==> src/hdl/lzssd_pkg.sv <==
`timescale 1ns / 1ps
// ----------------------------------------------------------------------------
// lzssd_pkg
// Shared types and constants of the LZSS stream decompressor.
// ----------------------------------------------------------------------------
package lzssd_pkg;

   localparam int CountWidth  = 24;
   localparam int OffsetWidth = 12;
   localparam int LengthWidth = 5;
   localparam int MinMatch    = 3;

   localparam logic [CountWidth-1:0] LimitReset = 24'hFFFFFF;

   typedef enum logic [1:0] {
      PH_FLAG,
      PH_TOKEN,
      PH_REF2
   } phase_type;

   typedef enum logic [1:0] {
      KIND_NONE,
      KIND_LIT,
      KIND_REF
   } kind_type;

   typedef enum logic {
      ENG_IDLE,
      ENG_COPY
   } eng_state_type;

   // one classified input word, as queued between parser and engine
   typedef struct packed {
      kind_type    kind;
      logic        start;
      logic        last;
      logic [7:0]  held;
      logic [7:0]  data;
   } cmd_type;

endpackage

==> src/hdl/lzssd_parser.sv <==
`timescale 1ns / 1ps
// ----------------------------------------------------------------------------
// lzssd_parser
// Token parser: tracks flag bytes and reference halves, tags each word.
// ----------------------------------------------------------------------------
module lzssd_parser (
   input  logic               clock,
   input  logic               reset,
   input  logic               in_valid,
   input  logic               in_ready,
   input  logic [7:0]         in_byte,
   input  logic               in_start,
   input  logic               in_end,
   output logic               cmd_valid,
   output lzssd_pkg::cmd_type cmd
);

   lzssd_pkg::phase_type phase_ff, phase_in, phase_eff;
   logic [7:0] flags_ff, flags_in;
   logic [2:0] idx_ff, idx_in;
   logic [7:0] held_ff, held_in;
   logic       accept;

   assign accept    = in_valid && in_ready;
   assign cmd_valid = in_valid;
   // a stream start restarts parsing on this very word
   assign phase_eff = in_start ? lzssd_pkg::PH_FLAG : phase_ff;

   always_comb begin
      phase_in  = phase_ff;
      flags_in  = flags_ff;
      idx_in    = idx_ff;
      held_in   = held_ff;
      cmd.kind  = lzssd_pkg::KIND_NONE;
      cmd.start = in_start;
      cmd.last  = in_end;
      cmd.held  = held_ff;
      cmd.data  = in_byte;
      unique case (phase_eff)
         lzssd_pkg::PH_FLAG: begin
            flags_in = in_byte;
            idx_in   = '0;
            phase_in = lzssd_pkg::PH_TOKEN;
         end
         lzssd_pkg::PH_TOKEN: begin
            if (flags_ff[idx_ff]) begin
               cmd.kind = lzssd_pkg::KIND_LIT;
               idx_in   = idx_ff + 1'b1;
               phase_in = (idx_ff == 3'd7) ? lzssd_pkg::PH_FLAG : lzssd_pkg::PH_TOKEN;
            end else begin
               held_in  = in_byte;
               phase_in = lzssd_pkg::PH_REF2;
            end
         end
         lzssd_pkg::PH_REF2: begin
            cmd.kind = lzssd_pkg::KIND_REF;
            idx_in   = idx_ff + 1'b1;
            phase_in = (idx_ff == 3'd7) ? lzssd_pkg::PH_FLAG : lzssd_pkg::PH_TOKEN;
         end
         default: begin
            phase_in = lzssd_pkg::PH_FLAG;
         end
      endcase
      if (!accept) begin
         phase_in = phase_ff;
         flags_in = flags_ff;
         idx_in   = idx_ff;
         held_in  = held_ff;
      end
   end

   always_ff @(posedge clock) begin
      if (reset) begin
         phase_ff <= lzssd_pkg::PH_FLAG;
      end else begin
         phase_ff <= phase_in;
      end
   end

   always_ff @(posedge clock) begin
      flags_ff <= flags_in;
      idx_ff   <= idx_in;
      held_ff  <= held_in;
   end

endmodule

==> config.mk <==
export PLATFORM = sky130hd
export DESIGN_NAME = lzssd_parser
export DESIGN_NICKNAME = d
export VERILOG_FILES = /design/src/hdl/lzssd_pkg.sv /design/src/hdl/lzssd_parser.sv
export SDC_FILE = /design/constraint.sdc
export NUM_CORES = 1
export LEC_CHECK = 0
export ABC_AREA = 1
export BUFFER_PORTS_ARGS = -buffer_cell sky130_fd_sc_hd__buf_2
export CORE_MARGIN = 5
export CORE_UTILIZATION = 49
export CTS_CLUSTER_DIAMETER = 120
export DETAILED_ROUTE_END_ITERATION = 6
export HOLD_SLACK_MARGIN = 0.15
export MAX_ROUTING_LAYER = met4
export PLACE_DENSITY = 0.8
export SETUP_SLACK_MARGIN = 0.3
export SYNTH_ARGS = -nofsm -noshare
export SYNTH_HDL_FRONTEND = slang
export SYNTH_SLANG_ARGS = --single-unit
==> constraint.sdc <==
create_clock -name clock -period 2.75 [get_ports clock]
set_input_delay 0.275 -clock clock [delete_from_list [all_inputs] [get_ports clock]]
set_output_delay 0.275 -clock clock [all_outputs]
set_load 0.005 [all_outputs]
# After elaboration in Yosys (flattened, before gate mapping)

Index checks and enable logic that the tools add are counted.

Bits in read-only memories: 0
Memories: 0
Bits in registers: 21
Latch bits: 0
Bits in writable memories: 0

Multiplexer cells: 10
Div/mod/pow operators: 0
Magnitude comparators: 1
Reductions and logical operators: 6
$mul: 0
Eq/ne operators: 4
Shifts and indexed selects: 0
Add/subtract/negate cells: 1
Bitwise operators: 1

Operators with widths:

| cell                                                                  | count |
|---|---|
| 3-bit one-hot mux with 3 select lines                                 | 1 |
| 2-bit one-hot mux with 3 select lines                                 | 1 |
| 3-bit AND reduction                                                   | 2 |
| 3-bit by 4-bit < comparator with 1-bit output (second input constant) | 1 |
| 2-bit two-way mux                                                     | 2 |
| 2-bit one-hot mux with 2 select lines                                 | 1 |
| 3-bit by 1-bit adder with 3-bit output (second input constant)        | 1 |
| 1-bit binary-select mux with 3-bit select                             | 1 |
| 3-bit == test (second input constant)                                 | 1 |
| 1-bit two-way mux                                                     | 3 |
| 3-bit two-way mux                                                     | 1 |
| 3-bit nonzero test                                                    | 1 |
| 2-bit by 1-bit == test with 1-bit output (second input constant)      | 1 |
| 2-bit == test (second input constant)                                 | 1 |
| 2-bit zero test                                                       | 1 |
| 2-bit inequality test (second input constant)                         | 1 |
| 2-bit AND reduction                                                   | 1 |
| 1-bit logical AND                                                     | 1 |
| 1-bit NOT                                                             | 1 |

# Depth between registers and ports, before layout

Depth after elaboration: 4
Depth in mapped cells: 9
Depth with buffers taken out: 9

# Least setup slack after synthesis

Ideal clock, no wire load.

Path kind: flip-flop to flip-flop
Start point: register idx_ff[0]
End point: register held_ff[0] (enable)
Path buffers: 0
Library setup time: 0.383 ns
Arrival: 1.531 ns
Period minus slack after synthesis: 1.914 ns
Cell stages (with the launch flop): 8
Path slack: 0.836 ns
Path through: edfxtp_1 -> inv_2 -> or2_0 -> nand2_1 -> nand2_1 -> nand2_2 -> nand2_2 -> nor3_1

Longest elaborated chain between the ends: 4

RTL lines:

| element                                   | line               | RTL |
|---|---|---|
| start, declared                           | lzssd_parser.sv:20 | `logic [2:0] idx_ff, idx_in;` |
| start signal, assigned                    | lzssd_parser.sv:82 | `idx_ff <= idx_in;` |
| 1-bit binary-select mux with 3-bit select | lzssd_parser.sv:46 | `if (flags_ff[idx_ff]) begin` |
| 1-bit two-way mux (not written as such)   | lzssd_parser.sv:46 |  |
| 1-bit NOT (no source line)                | --                 |  |
| 3-bit AND reduction (no source line)      | --                 |  |
| end signal, assigned                      | lzssd_parser.sv:83 | `held_ff <= held_in;` |
| end, declared                             | lzssd_parser.sv:21 | `logic [7:0] held_ff, held_in;` |

Every way passes these cells. The select of a mux whose other input is x is not followed.
A chain may end at the register's enable or synchronous reset.

==> impl_metrics.yaml <==
run_status:
  run_status: "complete, no violations"
clock_network:
  post_cts_buffers: 0
  cts_sinks: 21
  cts_htree_levels: 1
  cts_resized: 0
  clkTransAtPathRegs_ps: 110
  cts_buffer_depth: 2
  insertion_delay_ps: 300
  clockRootBuffer: "clkbuf_4"
  cts_tree: "built"
  cts_made_buffers: 3
  hold_buffers: 1
sta:
  timing.fmax_mhz: 524
  drv_slew: 0
  rsz0062_at_grt: "no"
  min_period_over_period: 0.694
  relSlewSlack: 0.588
  hold_viol: 0
  period_minus_slack_ps: 1910
  tightest_slew_ps: 616
  finalSetupTns_ps: 0
  setup_viol: 0
  fin_worst_skew_ps: 6.53
setup_path:
  worstPathArrival_ps: 1630
  worstSetupPathType: "reg2out"
  cp_max_fo: 7
  crit_path_start_kind: "register"
  cp_data_required_time_ps: 2480
  critPathCaptureType: "output pin"
floorplan:
  die-area_sq_um: 3180
  initial_utilization: 0.528
  die_w_um: 56.4
  rows: 16
  core_area_sq_um: 2000
  fp.dieH_um: 56.4
  io_pins: 35
layout:
  n_antenna_cell: 0
  regArea_sq_um: 611
  fill_cells: 181
  syn2layout_area_growth_pct: 16.7
  layout-drive-gt1-share: 0.367
  multiInputGateArea_sq_um: 295
  layout.nets: 150
global_route:
  grt_remaining_overflow: 0
  gr-usage-met2: 0.218
  grt_pass1_vias: 761
  grt_busiest_layer: "met2"
  grt_pass1_wl_um: 3040
  grt_util_met3: 0.0206
  grt_util_all_layers: 0.125
  grt_start_max_net_pins: 13
  antenna_found_initial: 0
  use_met1: 0.128
route:
  routed_wl_um: 1810
  viasPerCell: 4.65
  antenna_left: 0
  route.detailed.wl_per_inst_um: 11.7
  drt-pass1-iter-count: 4
  drt_iter0_drc: 17
  vias: 721
  drc: 0
placed_design:
  hpwl_um: 1440
  port_buffers: 32
  place_congestion: 0.860
synth:
  syn_area_sq_um: 1060
  yosysSeqAreaShare: 0.578
  postSynthCellCount: 99
  synth-edff-count: 19
  ys_types: 19
  postSynthAreaPerCell_sq_um: 10.7
  ys_ff_latch: 21
  synth_commonest_cells: "19 x edfxtp_1, 19 x nand2_1, 14 x inv_1, 11 x buf_4, 7 x ha_1"
  netlist.area_leader.share: 0.540
  synthArstFlopShare: 0
  synth_fp_nets: 120
  yosys.area.top_type: "edfxtp_1"
  ys.flop_type: "edfxtp_1"
  yosysWarningCount: 0
  synth_area_leaders: "edfxtp_1 54%, ha_1 8.3%, buf_4 7.8%"
pwr:
  p_total_mw: 0.571
  peakVddDrop_mv: 0.251
  power_density_nw_per_um2: 464
  leakage_nw: 0.597
min_path:
  hp-class: "in2reg"
job:
  max-cap-violations: 0
metrics by stage:
stage	worst slack [ps]	hold WS (ps)	utilization	instances	area (sq um)
global placement	1110	454	0.587	148	1170
global route	683	152	0.616	155	1230
CTS	836	164	0.606	153	1210
finish	842	168	0.616	155	1230
floorplan	836	344	-	99	1060
detailed placement	978	450	0.587	148	1170
registers in the layout, indices dropped and copies added, names as in the netlist:
signal	count
flags_ff	8
held_ff	8
idx_ff	3
phase_ff	2
cells in the final DEF, fill, tap and decap left out:
| cell type | netlist | layout |
|---|---|---|
| nand3b_1 | 1 | 1 |
| nand2_2 | 2 | 2 |
| nand2_1 | 19 | 19 |
| nand3_1 | 5 | 5 |
| a21oi_1 | 1 | 1 |
| buf_4 | 11 | 1 |
| clkbuf_4 | 0 | 3 |
| edfxtp_1 | 19 | 19 |
| nor2_1 | 6 | 6 |
| dlygate4sd3_1 | 0 | 3 |
| nor2_2 | 1 | 1 |
| ha_1 | 7 | 7 |
| nand4_1 | 1 | 1 |
| dfxtp_1 | 2 | 2 |
| inv_2 | 4 | 4 |
| a211oi_2 | 1 | 1 |
| clkinv_2 | 0 | 1 |
| buf_2 | 0 | 32 |
| nor2_4 | 1 | 1 |
| nand2_4 | 1 | 1 |
| or2_0 | 1 | 1 |
| nor3_1 | 2 | 2 |
| inv_1 | 14 | 14 |
kinds of logic after synthesis:
| group | synth area share |
|---|---|
| fa+ha+maj | 0.0829 |
| buf+inv | 0.142 |
| simple gates | 0.180 |
| flops | 0.578 |
| compound gates | 0.0166 |
cell type report:
type	instances	area share
Tap cell	27	0.0274
Clock inverter	1	0.00406
Timing Repair Buffer	36	0.160
Clock buffer	3	0.0183
Sequential cell	21	0.495
Multi-Input combinational cell	49	0.240
Inverter	18	0.0548
critical path: stages, from the launching register on:
cell and delay [ps]:
edfxtp_1 530, inv_2 120, or2_0 130, nand2_1 80, nand2_1 80, nand2_2 50
nand2_2 90, nand2_1 70, nor2_1 80, buf_2 110
metal layers:
metal  vias up  routed length, um
li1        364                  -
met1       332                755
met2        21                930
met3         4                 81
met4         0                 38
met5         -                  0
final timing paths:
check                           slack [ps]           to        start  cells after the start
worst min register to register         470  phase_ff[0]  phase_ff[0]                      2
worst max register to register         940    idx_ff[1]    idx_ff[0]                      8
worst min-delay path                   170   held_ff[7]   in_byte[7]                      1
worst max-delay path                   840      cmd[18]    idx_ff[0]                      9
report_power, final:
part	internal, mW	total (mW)	switching (mW)
logic	0.0281	0.0646	0.0366
registers	0.359	0.365	0.00571
clock network	0.0541	0.142	0.0877
total	0.441	0.571	0.130
Note: power is estimated with default switching activity, not from simulation.
