===== src/hdl/lzssd_pkg.sv =====
`timescale 1ns / 1ps
// ----------------------------------------------------------------------------
// lzssd_pkg
// Shared types and constants of the LZSS stream decompressor.
// ----------------------------------------------------------------------------
package lzssd_pkg;

   localparam int CountWidth  = 24;
   localparam int OffsetWidth = 12;
   localparam int LengthWidth = 5;
   localparam int MinMatch    = 3;

   localparam logic [CountWidth-1:0] LimitReset = 24'hFFFFFF;

   typedef enum logic [1:0] {
      PH_FLAG,
      PH_TOKEN,
      PH_REF2
   } phase_type;

   typedef enum logic [1:0] {
      KIND_NONE,
      KIND_LIT,
      KIND_REF
   } kind_type;

   typedef enum logic {
      ENG_IDLE,
      ENG_COPY
   } eng_state_type;

   // one classified input word, as queued between parser and engine
   typedef struct packed {
      kind_type    kind;
      logic        start;
      logic        last;
      logic [7:0]  held;
      logic [7:0]  data;
   } cmd_type;

endpackage


===== src/hdl/lzssd_cmd_fifo.sv =====
`timescale 1ns / 1ps
// ----------------------------------------------------------------------------
// lzssd_cmd_fifo
// Short command queue between the parser and the copy engine.
// ----------------------------------------------------------------------------
module lzssd_cmd_fifo #(
   parameter int DEPTH      = 4,
   localparam int PtrWidth  = $clog2(DEPTH),
   localparam int CntWidth  = $clog2(DEPTH + 1)
) (
   input  logic              clock,
   input  logic              reset,
   input  logic              push_valid,
   output logic              push_ready,
   input  lzssd_pkg::cmd_type push_cmd,
   output logic              head_valid,
   output lzssd_pkg::cmd_type head_cmd,
   input  logic              pop
);

   localparam logic [PtrWidth-1:0] LastPtr = PtrWidth'(DEPTH - 1);
   localparam logic [CntWidth-1:0] FullCnt = CntWidth'(DEPTH);

   lzssd_pkg::cmd_type entry_ff [DEPTH];
   logic [PtrWidth-1:0] wr_ptr_ff, wr_ptr_in;
   logic [PtrWidth-1:0] rd_ptr_ff, rd_ptr_in;
   logic [CntWidth-1:0] count_ff, count_in;
   logic                do_push;
   logic                do_pop;

   assign push_ready = (count_ff != FullCnt);
   assign head_valid = (count_ff != '0);
   assign head_cmd   = entry_ff[rd_ptr_ff];
   assign do_push    = push_valid && push_ready;
   assign do_pop     = pop && head_valid;

   always_comb begin
      wr_ptr_in = wr_ptr_ff;
      rd_ptr_in = rd_ptr_ff;
      count_in  = count_ff;
      if (do_push) begin
         wr_ptr_in = (wr_ptr_ff == LastPtr) ? '0 : wr_ptr_ff + 1'b1;
      end
      if (do_pop) begin
         rd_ptr_in = (rd_ptr_ff == LastPtr) ? '0 : rd_ptr_ff + 1'b1;
      end
      if (do_push && !do_pop) begin
         count_in = count_ff + 1'b1;
      end else if (do_pop && !do_push) begin
         count_in = count_ff - 1'b1;
      end
   end

   always_ff @(posedge clock) begin
      if (reset) begin
         wr_ptr_ff <= '0;
         rd_ptr_ff <= '0;
         count_ff  <= '0;
      end else begin
         wr_ptr_ff <= wr_ptr_in;
         rd_ptr_ff <= rd_ptr_in;
         count_ff  <= count_in;
      end
   end

   always_ff @(posedge clock) begin
      if (do_push) begin
         entry_ff[wr_ptr_ff] <= push_cmd;
      end
   end

endmodule


===== config.mk =====
export PLATFORM = sky130hd
export DESIGN_NAME = lzssd_cmd_fifo
export DESIGN_NICKNAME = d
export VERILOG_FILES = /design/src/hdl/lzssd_pkg.sv /design/src/hdl/lzssd_cmd_fifo.sv
export SDC_FILE = /design/constraint.sdc
export NUM_CORES = 1
export LEC_CHECK = 0
export ABC_AREA = 1
export BUFFER_PORTS_ARGS = -buffer_cell sky130_fd_sc_hd__buf_2
export CORE_ASPECT_RATIO = 0.9
export CORE_UTILIZATION = 45
export CTS_CLUSTER_SIZE = 40
export DETAILED_ROUTE_END_ITERATION = 8
export PLACE_DENSITY = 0.71
export SYNTH_ARGS = -nofsm -noshare
export SYNTH_HDL_FRONTEND = slang
export SYNTH_SLANG_ARGS = --single-unit

===== constraint.sdc =====
create_clock -name clock -period 2.1 [get_ports clock]
set_input_delay 0.105 -clock clock [delete_from_list [all_inputs] [get_ports clock]]
set_output_delay 0.105 -clock clock [all_outputs]
set_load 0.005 [all_outputs]

* Yosys cells after proc, flatten, opt, wreduce, memory -nomap -nowiden
Memory sizes are Yosys's and may differ from the RTL's. A register that Yosys moved wholly into a read port is not among the register bits.
Index checks and enable logic that the tools add are counted.
** Word-level totals
- Bits in registers :: 7
- Output and inout bits :: 22
- Input port bits :: 24
- Memories :: 1
- Memory bits (writable) :: 80
- Logic and storage cells :: 27
** Cells by class
- Reductions and logical operators :: 8
- Multiplexer cells :: 8
- Add/subtract/negate cells :: 4
- Equal/unequal tests :: 3
** Memories
- entry_ff :: depth 4, width 20, rd ports 1, clocked after Yosys merged registers in 1, wr ports 1, RTL line lzssd_cmd_fifo.sv:24 : lzssd_pkg::cmd_type entry_ff [DEPTH];
** Operators with widths (count)
- $mux 2 :: 4
- $mux 3 :: 2
- $add 2x1->2 const B :: 2
- $eq 2x2->1 const B :: 2
- $logic_and 1x1->1 :: 4
- $add 3x1->3 const B :: 1
- $ne 3x3->1 const B :: 1
- $reduce_bool 3->1 :: 1
- $sub 3x1->3 const B :: 1
- $logic_not 1->1 :: 2
- $mux 1 :: 2
- $reduce_bool 2->1 :: 1

* Depth between registers and ports, before layout
Gate-level depths: netlist of the first run.
- Word-level depth :: 6
- Depth in mapped cells :: 13
- Mapped depth without buffers :: 13

* Worst setup path after synthesis of the first run
No wires, ideal clock.
- Kind :: register to register
- From :: register count_ff[0]
- To :: memory entry_ff[0][0] (netlist name) (enable)
- Cell stages (with the launch flop) :: 5
- Clock period less this slack :: 1901 ps
- Library setup time :: 397 ps
- Data required time :: 1703 ps
- Arrival :: 1504 ps
- Slack :: 199 ps
- Buffers on the path :: 0
- Path through :: dfxtp_1 nor2_2 nand2_2 nand2_2 nor2_1
** Between the ends
- Cells in the longest elaborated chain, start to end :: 4
** Ends and longest elaborated chain
- from (decl) :: RTL line lzssd_cmd_fifo.sv:27 : logic [CntWidth-1:0] count_ff, count_in;
- from (signal assigned) :: RTL line lzssd_cmd_fifo.sv:62 : count_ff <= count_in;
- $ne 3x3->1 :: RTL line lzssd_cmd_fifo.sv:31 : assign push_ready = (count_ff != FullCnt);
- via push_ready :: RTL line lzssd_cmd_fifo.sv:14 : output logic push_ready,
- $logic_and 1x1->1 :: RTL line lzssd_cmd_fifo.sv:34 : assign do_push = push_valid && push_ready;
- $mux 1 :: RTL line lzssd_cmd_fifo.sv:67 : if (do_push) begin
- $mux 1 (not written as such) :: RTL line lzssd_cmd_fifo.sv:68 : entry_ff[wr_ptr_ff] <= push_cmd;
- to (decl) :: RTL line lzssd_cmd_fifo.sv:24
The timed path passes the listed nets, and every way through them passes these cells.

* Worst setup path in the final report of the first run
- From :: register count_ff[1]
- To :: register count_ff[1]
** Between the ends
- Elaborated cells between the ends (all ways) :: 13
- Those cells by class :: 2 x add/sub; 1 x eq/ne; 2 x mux; 8 x reduce/logical
** RTL lines
- $ne 3x3->1 :: RTL line lzssd_cmd_fifo.sv:31
- $logic_and 1x1->1 :: RTL line lzssd_cmd_fifo.sv:34
- via do_push :: RTL line lzssd_cmd_fifo.sv:28 : logic do_push;
- $logic_and 1x1->1 :: RTL line lzssd_cmd_fifo.sv:47 : if (do_push && !do_pop) begin
- $mux 3 :: RTL line lzssd_cmd_fifo.sv:47
- via count_in[1] :: RTL line lzssd_cmd_fifo.sv:27
The timed path passes the listed nets, and every way through them passes these cells. The select of a mux whose other input is x is not followed.
A chain may end at the register's enable or synchronous reset.

==> impl_metrics.json, run 1 <==
{
  "core_area_um2": 7220,
  "fmax_mhz": 530,
  "setup_tns_ns": 0,
  "ys_seq_area_share_pct": 75.0,
  "worstPathMaxFanout": 7,
  "final.fill_count": 599,
  "cts_root_buf": "clkbuf_8",
  "synthCells": 263,
  "ys_types": 20,
  "numPortBuffers": 45,
  "synth-main-ff-cell": "edfxtp_1",
  "grt_pass1_vias": 2102,
  "drt-initial-drc-count": 96,
  "drc_errors": 0,
  "globalplace.congestion": 0.769,
  "drt-pass1-iter-count": 4,
  "vias_per_cell": 5.05,
  "setup_violations": 0,
  "cp.required_ns": 2.35,
  "chipHeight_um": 85,
  "ys_seq_elements": 89,
  "hold_viol": 0,
  "p_per_area_nw_per_um2": 1120,
  "arrival_ns": 2.14,
  "async_flop_share_pct": 0,
  "clock_skew_ns": 0.00836,
  "syn_area_um2": 3440,
  "grt-busiest-layer": "met2",
  "hold_path.class": "in2reg",
  "post_cts_resized": 0,
  "num_vias": 2186,
  "synth_area_leader_cell": "edfxtp_1",
  "track_usage_pct": 17.1,
  "postCtsSetupRepairBufs": 0,
  "grt_use_met2_pct": 27.5,
  "slew_headroom_pct": 52.8,
  "clock_path_buffers": 2,
  "hpwl_um": 3540,
  "synth_edf_count": 80,
  "finalInstanceArea_um2": 4180,
  "post-route-period-util_pct": 89.9,
  "startpoint_type": "flop",
  "hold_buffers": 21,
  "postRouteAntennaNets": 0,
  "syn_avg_cell_area_um2": 13.1,
  "outcome": "complete, no violations",
  "cap_violations": 0,
  "use_met3_pct": 4.39,
  "synth_most_common_cell": "edfxtp_1",
  "fp.dieW_um": 94.2,
  "fin_crit_ns": 1.89,
  "clock_latency_ns": 0.36,
  "antenna_found_initial": 0,
  "io_pins": 46,
  "netlist_top_cells_area": "edfxtp_1 (70%), nor2_1 (6.1%), o21ai_1 (5.8%)",
  "area_delta_synth_final_pct": 21.4,
  "path_clk_slew_ns": 0.08,
  "drv_slew": 0,
  "p_leak_nw": 1.54,
  "overflow": 0,
  "synth_fp_nets": 294,
  "worst_pin_slew_ns": 0.707,
  "wl_um": 6180,
  "r2r_setup_slack_ns": 0.21,
  "die-area_um2": 8010,
  "nets": 366,
  "grt_start_max_net_pins": 41,
  "met1_usage_pct": 21.7,
  "cts_tree": "built",
  "synth_common_cells": "edfxtp_1 (80), nor2_1 (56), o21ai_1 (40)",
  "worst-setup-path-type": "reg2reg",
  "cts-buffers-inserted": 9,
  "synth-warning-count": 0,
  "h-tree-depth": 3,
  "clkSinkCount": 89,
  "place_area_um2": 3790,
  "synth_top_area_share_pct": 69.7,
  "wl_per_cell_um": 14.3,
  "ir_drop_mv": 0.643,
  "grt_pass1_wl_um": 10000,
  "antennaDiodeCount": 0,
  "layout-drive-gt1-share_pct": 22.4,
  "worst_setup_path_end_kind": "flop",
  "initial_core_util_pct": 47.7,
  "rows": 29,
  "grt_setup_unrepaired": "false"
}
-- worst max-delay path: stages (launching register included) --
cell and delay, ns:
dfxtp_1 0.35, nor2_2 0.18, nand2_2 0.10, nand2_2 0.16, inv_1 0.06, ha_1 0.21
inv_1 0.09, fa_1 0.41, o21ai_0 0.17, nor2_1 0.05
-- state kept, by name, summed over array words and instances (netlist names), named ones only --
| register | flops |
|---|---|
| count_ff | 3 |
| rd_ptr_ff | 2 |
| wr_ptr_ff | 2 |
| entry_ff | 80 |
-- power by group --
group	internal, mW	switching, mW	leakage [nW]
combinational	0.558	0.852	0.657
sequential	2.17	0.0843	0.807
clock	0.435	0.593	0.0799
total	3.16	1.53	1.54
-- layout make-up --
type / instances / area (µm²) / area share [%]
Clock inverter: 7 / 52.6 / 1.26
Sequential cell: 89 / 2580 / 61.8
Inverter: 16 / 60.1 / 1.44
Tap cell: 93 / 116 / 2.78
Timing Repair Buffer: 73 / 488 / 11.7
Multi-Input combinational cell: 146 / 757 / 18.1
Clock buffer: 9 / 124 / 2.96
-- metrics by stage --
step | hold slack (ns) | utilization [%] | setup WS [ns] | power, mW | std cells
3_5_place_dp | 0.278 | 52.5 | 0.236 | 3.68 | 396
4_1_cts | 0.0231 | 57.9 | 0.215 | 4.73 | 433
3_3_place_gp | 0.275 | 52.5 | 0.293 | 3.64 | 396
5_1_grt | 0.0520 | 57.9 | 0.0701 | 4.97 | 433
6_report | 0.0366 | 57.9 | 0.212 | 4.69 | 433
2_1_floorplan | 0.177 | - | 0.199 | 3.16 | 263
-- logic make-up after synthesis --
group                    count (synthesis)  share of synthesized area (%)
buffers and inverters                   28                           3.34
adder cells (fa/ha/maj)                  7                           2.76
flip-flops                              89                           75.0
AND/OR/NAND/NOR                         75                           8.79
AO/OA/AOI/OAI                           63                           9.88
XOR/XNOR                                 1                          0.254
-- final timing paths --
check,startpoint,to,cells past startpoint
hold reg to reg,wr_ptr_ff[1],wr_ptr_ff[1],2
setup / recovery,count_ff[1],count_ff[1],9
setup reg to reg,count_ff[1],count_ff[1],9
hold / removal,push_valid,wr_ptr_ff[1],3
-- layer usage --
| metal | wire length, µm | share of wire (%) |
|---|---|---|
| met5 | 0 | 0 |
| met4 | 122 | 2.0 |
| met3 | 242 | 3.9 |
| met2 | 3030 | 49 |
| met1 | 2780 | 45 |
-- layout by cell type (no fill, tap or decap), drive strengths merged, types with 3 or more instances in the layout --
| cell type | n |
|---|---|
| edfxtp | 80 |
| nor2 | 57 |
| buf | 52 |
| o21ai | 41 |
| dlygate4sd3 | 21 |
| o22ai | 20 |
| inv | 18 |
| nand2 | 14 |
| dfxtp | 9 |
| clkbuf | 9 |
| ha | 6 |
| clkinvlp | 3 |
(Power assumes the default switching activity.)
==> inputs of run 2 (changes only) <==
Settings changed: SLEW_MARGIN from default to 20.
Clock period 2.1 ns to 2.4 ns, I/O delays scaled along.
==> impl_metrics.json, run 2 (synthesis results as in run 1) <==
{
  "track_usage_pct": 18.0,
  "holdPathStages": 3,
  "fmax_mhz": 530,
  "p_leak_nw": 1.53,
  "largest_reg_flops": 80,
  "io_pins": 46,
  "worstPathMaxFanout": 7,
  "routed.top_layer": "met4",
  "clock_path_buffers": 2,
  "numPortBuffers": 45,
  "cts_tree": "built",
  "met3_length_um": 244,
  "worst_pin_slew_ns": 0.706,
  "m1WireLength_um": 3000,
  "area_delta_synth_final_pct": 20.7,
  "drv_slew": 0,
  "layout-drive-gt1-share_pct": 21.5,
  "vias_per_cell": 5.05,
  "startpoint_type": "flop",
  "worstReg2RegEnd": "count_ff[1]",
  "die-area_um2": 8010,
  "reg_top3": "entry_ff: 80 flops, count_ff: 3 flops",
  "antennaDiodeCount": 0,
  "clock_skew_ns": 0.0105,
  "postRouteAntennaNets": 0,
  "cap_violations": 0,
  "worstRegToRegCells": 9,
  "hold_start": "push_valid",
  "ir_drop_mv": 0.574,
  "hold_path.class": "in2reg",
  "arrival_ns": 2.12,
  "rows": 29,
  "antenna_found_initial": 0,
  "top_register": "entry_ff",
  "post_cts_resized": 0,
  "initial_core_util_pct": 47.7,
  "outcome": "complete, no violations",
  "cp.required_ns": 2.64,
  "wl_um": 6440,
  "setup_violations": 0,
  "final_common_cell": "edfxtp_1",
  "grt_pass1_vias": 2255,
  "drt-initial-drc-count": 134,
  "cts-buffers-inserted": 9,
  "worst-setup-path-type": "reg2reg",
  "p_per_area_nw_per_um2": 978,
  "cts_root_buf": "clkbuf_8",
  "nets": 365,
  "drc_errors": 0,
  "min_to": "wr_ptr_ff[1]",
  "finalInstanceArea_um2": 4160,
  "postCtsSetupRepairBufs": 0,
  "core_area_um2": 7220,
  "grt_setup_unrepaired": "false",
  "hpwl_um": 3750,
  "met2_length_um": 3110,
  "worst_setup_path_end_kind": "flop",
  "globalplace.congestion": 0.741,
  "clkSinkCount": 89,
  "num_vias": 2181,
  "chipHeight_um": 85,
  "slew_headroom_pct": 52.9,
  "r2r_setup_slack_ns": 0.51,
  "fp.dieW_um": 94.2,
  "path_clk_slew_ns": 0.08,
  "final.fill_count": 596,
  "grt_start_max_net_pins": 41,
  "wl_per_cell_um": 14.9,
  "clock_latency_ns": 0.35,
  "hold_buffers": 21,
  "place_area_um2": 3790,
  "post-route-period-util_pct": 78.5,
  "setup_tns_ns": 0,
  "h-tree-depth": 3,
  "hold_viol": 0,
  "fin_crit_ns": 1.89,
  "drt-pass1-iter-count": 4,
  "overflow": 0,
  "finalPower_mw": 4.07,
  "layout_common_cells": "edfxtp_1 (80), nor2_1 (52), buf_2 (45)",
  "grt_pass1_wl_um": 10700,
  "reg2reg_from": "count_ff[1]"
}
## run 2: changes by cell type in the layout (fill, tap and decap cells not counted)
cell	previous run	this run
buf_4	7	6
clkbuf_1	0	1
clkinv_1	1	2
clkinv_2	0	1
clkinv_4	1	0
inv_6	2	0
## run 2: per-layer routing
layer  GRT usage (%)  vias to the layer above
met4            7.97                        0
met5               0                        -
li1                -                     1089
met1            23.0                     1045
met2            29.1                       39
met3            4.48                        8
## run 2: worst max-delay path by stage
stage	startpoint	end	slack, ns	cells past startpoint
3_3_place_gp	count_ff[1]	count_ff[1]	0.60	9
6_report	count_ff[1]	count_ff[1]	0.51	9
3_5_place_dp	count_ff[1]	count_ff[1]	0.53	9
4_1_cts	count_ff[1]	count_ff[1]	0.51	9
5_1_grt	count_ff[1]	count_ff[1]	0.36	9
2_1_floorplan	count_ff[0]	entry_ff[0][0]	0.50	4
## run 2: through the flow
stage / setup WS (ns) / std cells / util [%] / hold slack [ns]
finish: 0.515 / 432 / 57.6 / 0.0598
global route: 0.363 / 432 / 57.6 / 0.102
CTS: 0.511 / 432 / 57.6 / 0.0461
detailed placement: 0.525 / 395 / 52.4 / 0.299
global placement: 0.596 / 395 / 52.4 / 0.294
floorplan: 0.499 / 263 / - / 0.192
## run 2: report_power, final
part           total (mW)  internal [mW]  switching (mW)
Combinational        1.24          0.481           0.756
Sequential           1.97           1.90          0.0740
Clock               0.861          0.367           0.493
## run 2: final cells by class
cell class	instances	area, µm²	area share, %
sequential	89	2580	62.1
multi-input combinational	146	757	18.2
timing repair buffer	72	480	11.6
clock buffer	10	128	3.07
tap	93	116	2.80
inverter	16	60.1	1.44
clock inverter	6	35.0	0.842
## run 2: critical path, cell delays in order, from the launching register on
cell     delay (ns)
dfxtp_1        0.35
nor2_2         0.16
nand2_2        0.09
nand2_2        0.16
inv_1          0.06
ha_1           0.22
inv_1          0.09
fa_1           0.41
o21ai_0        0.18
nor2_1         0.06
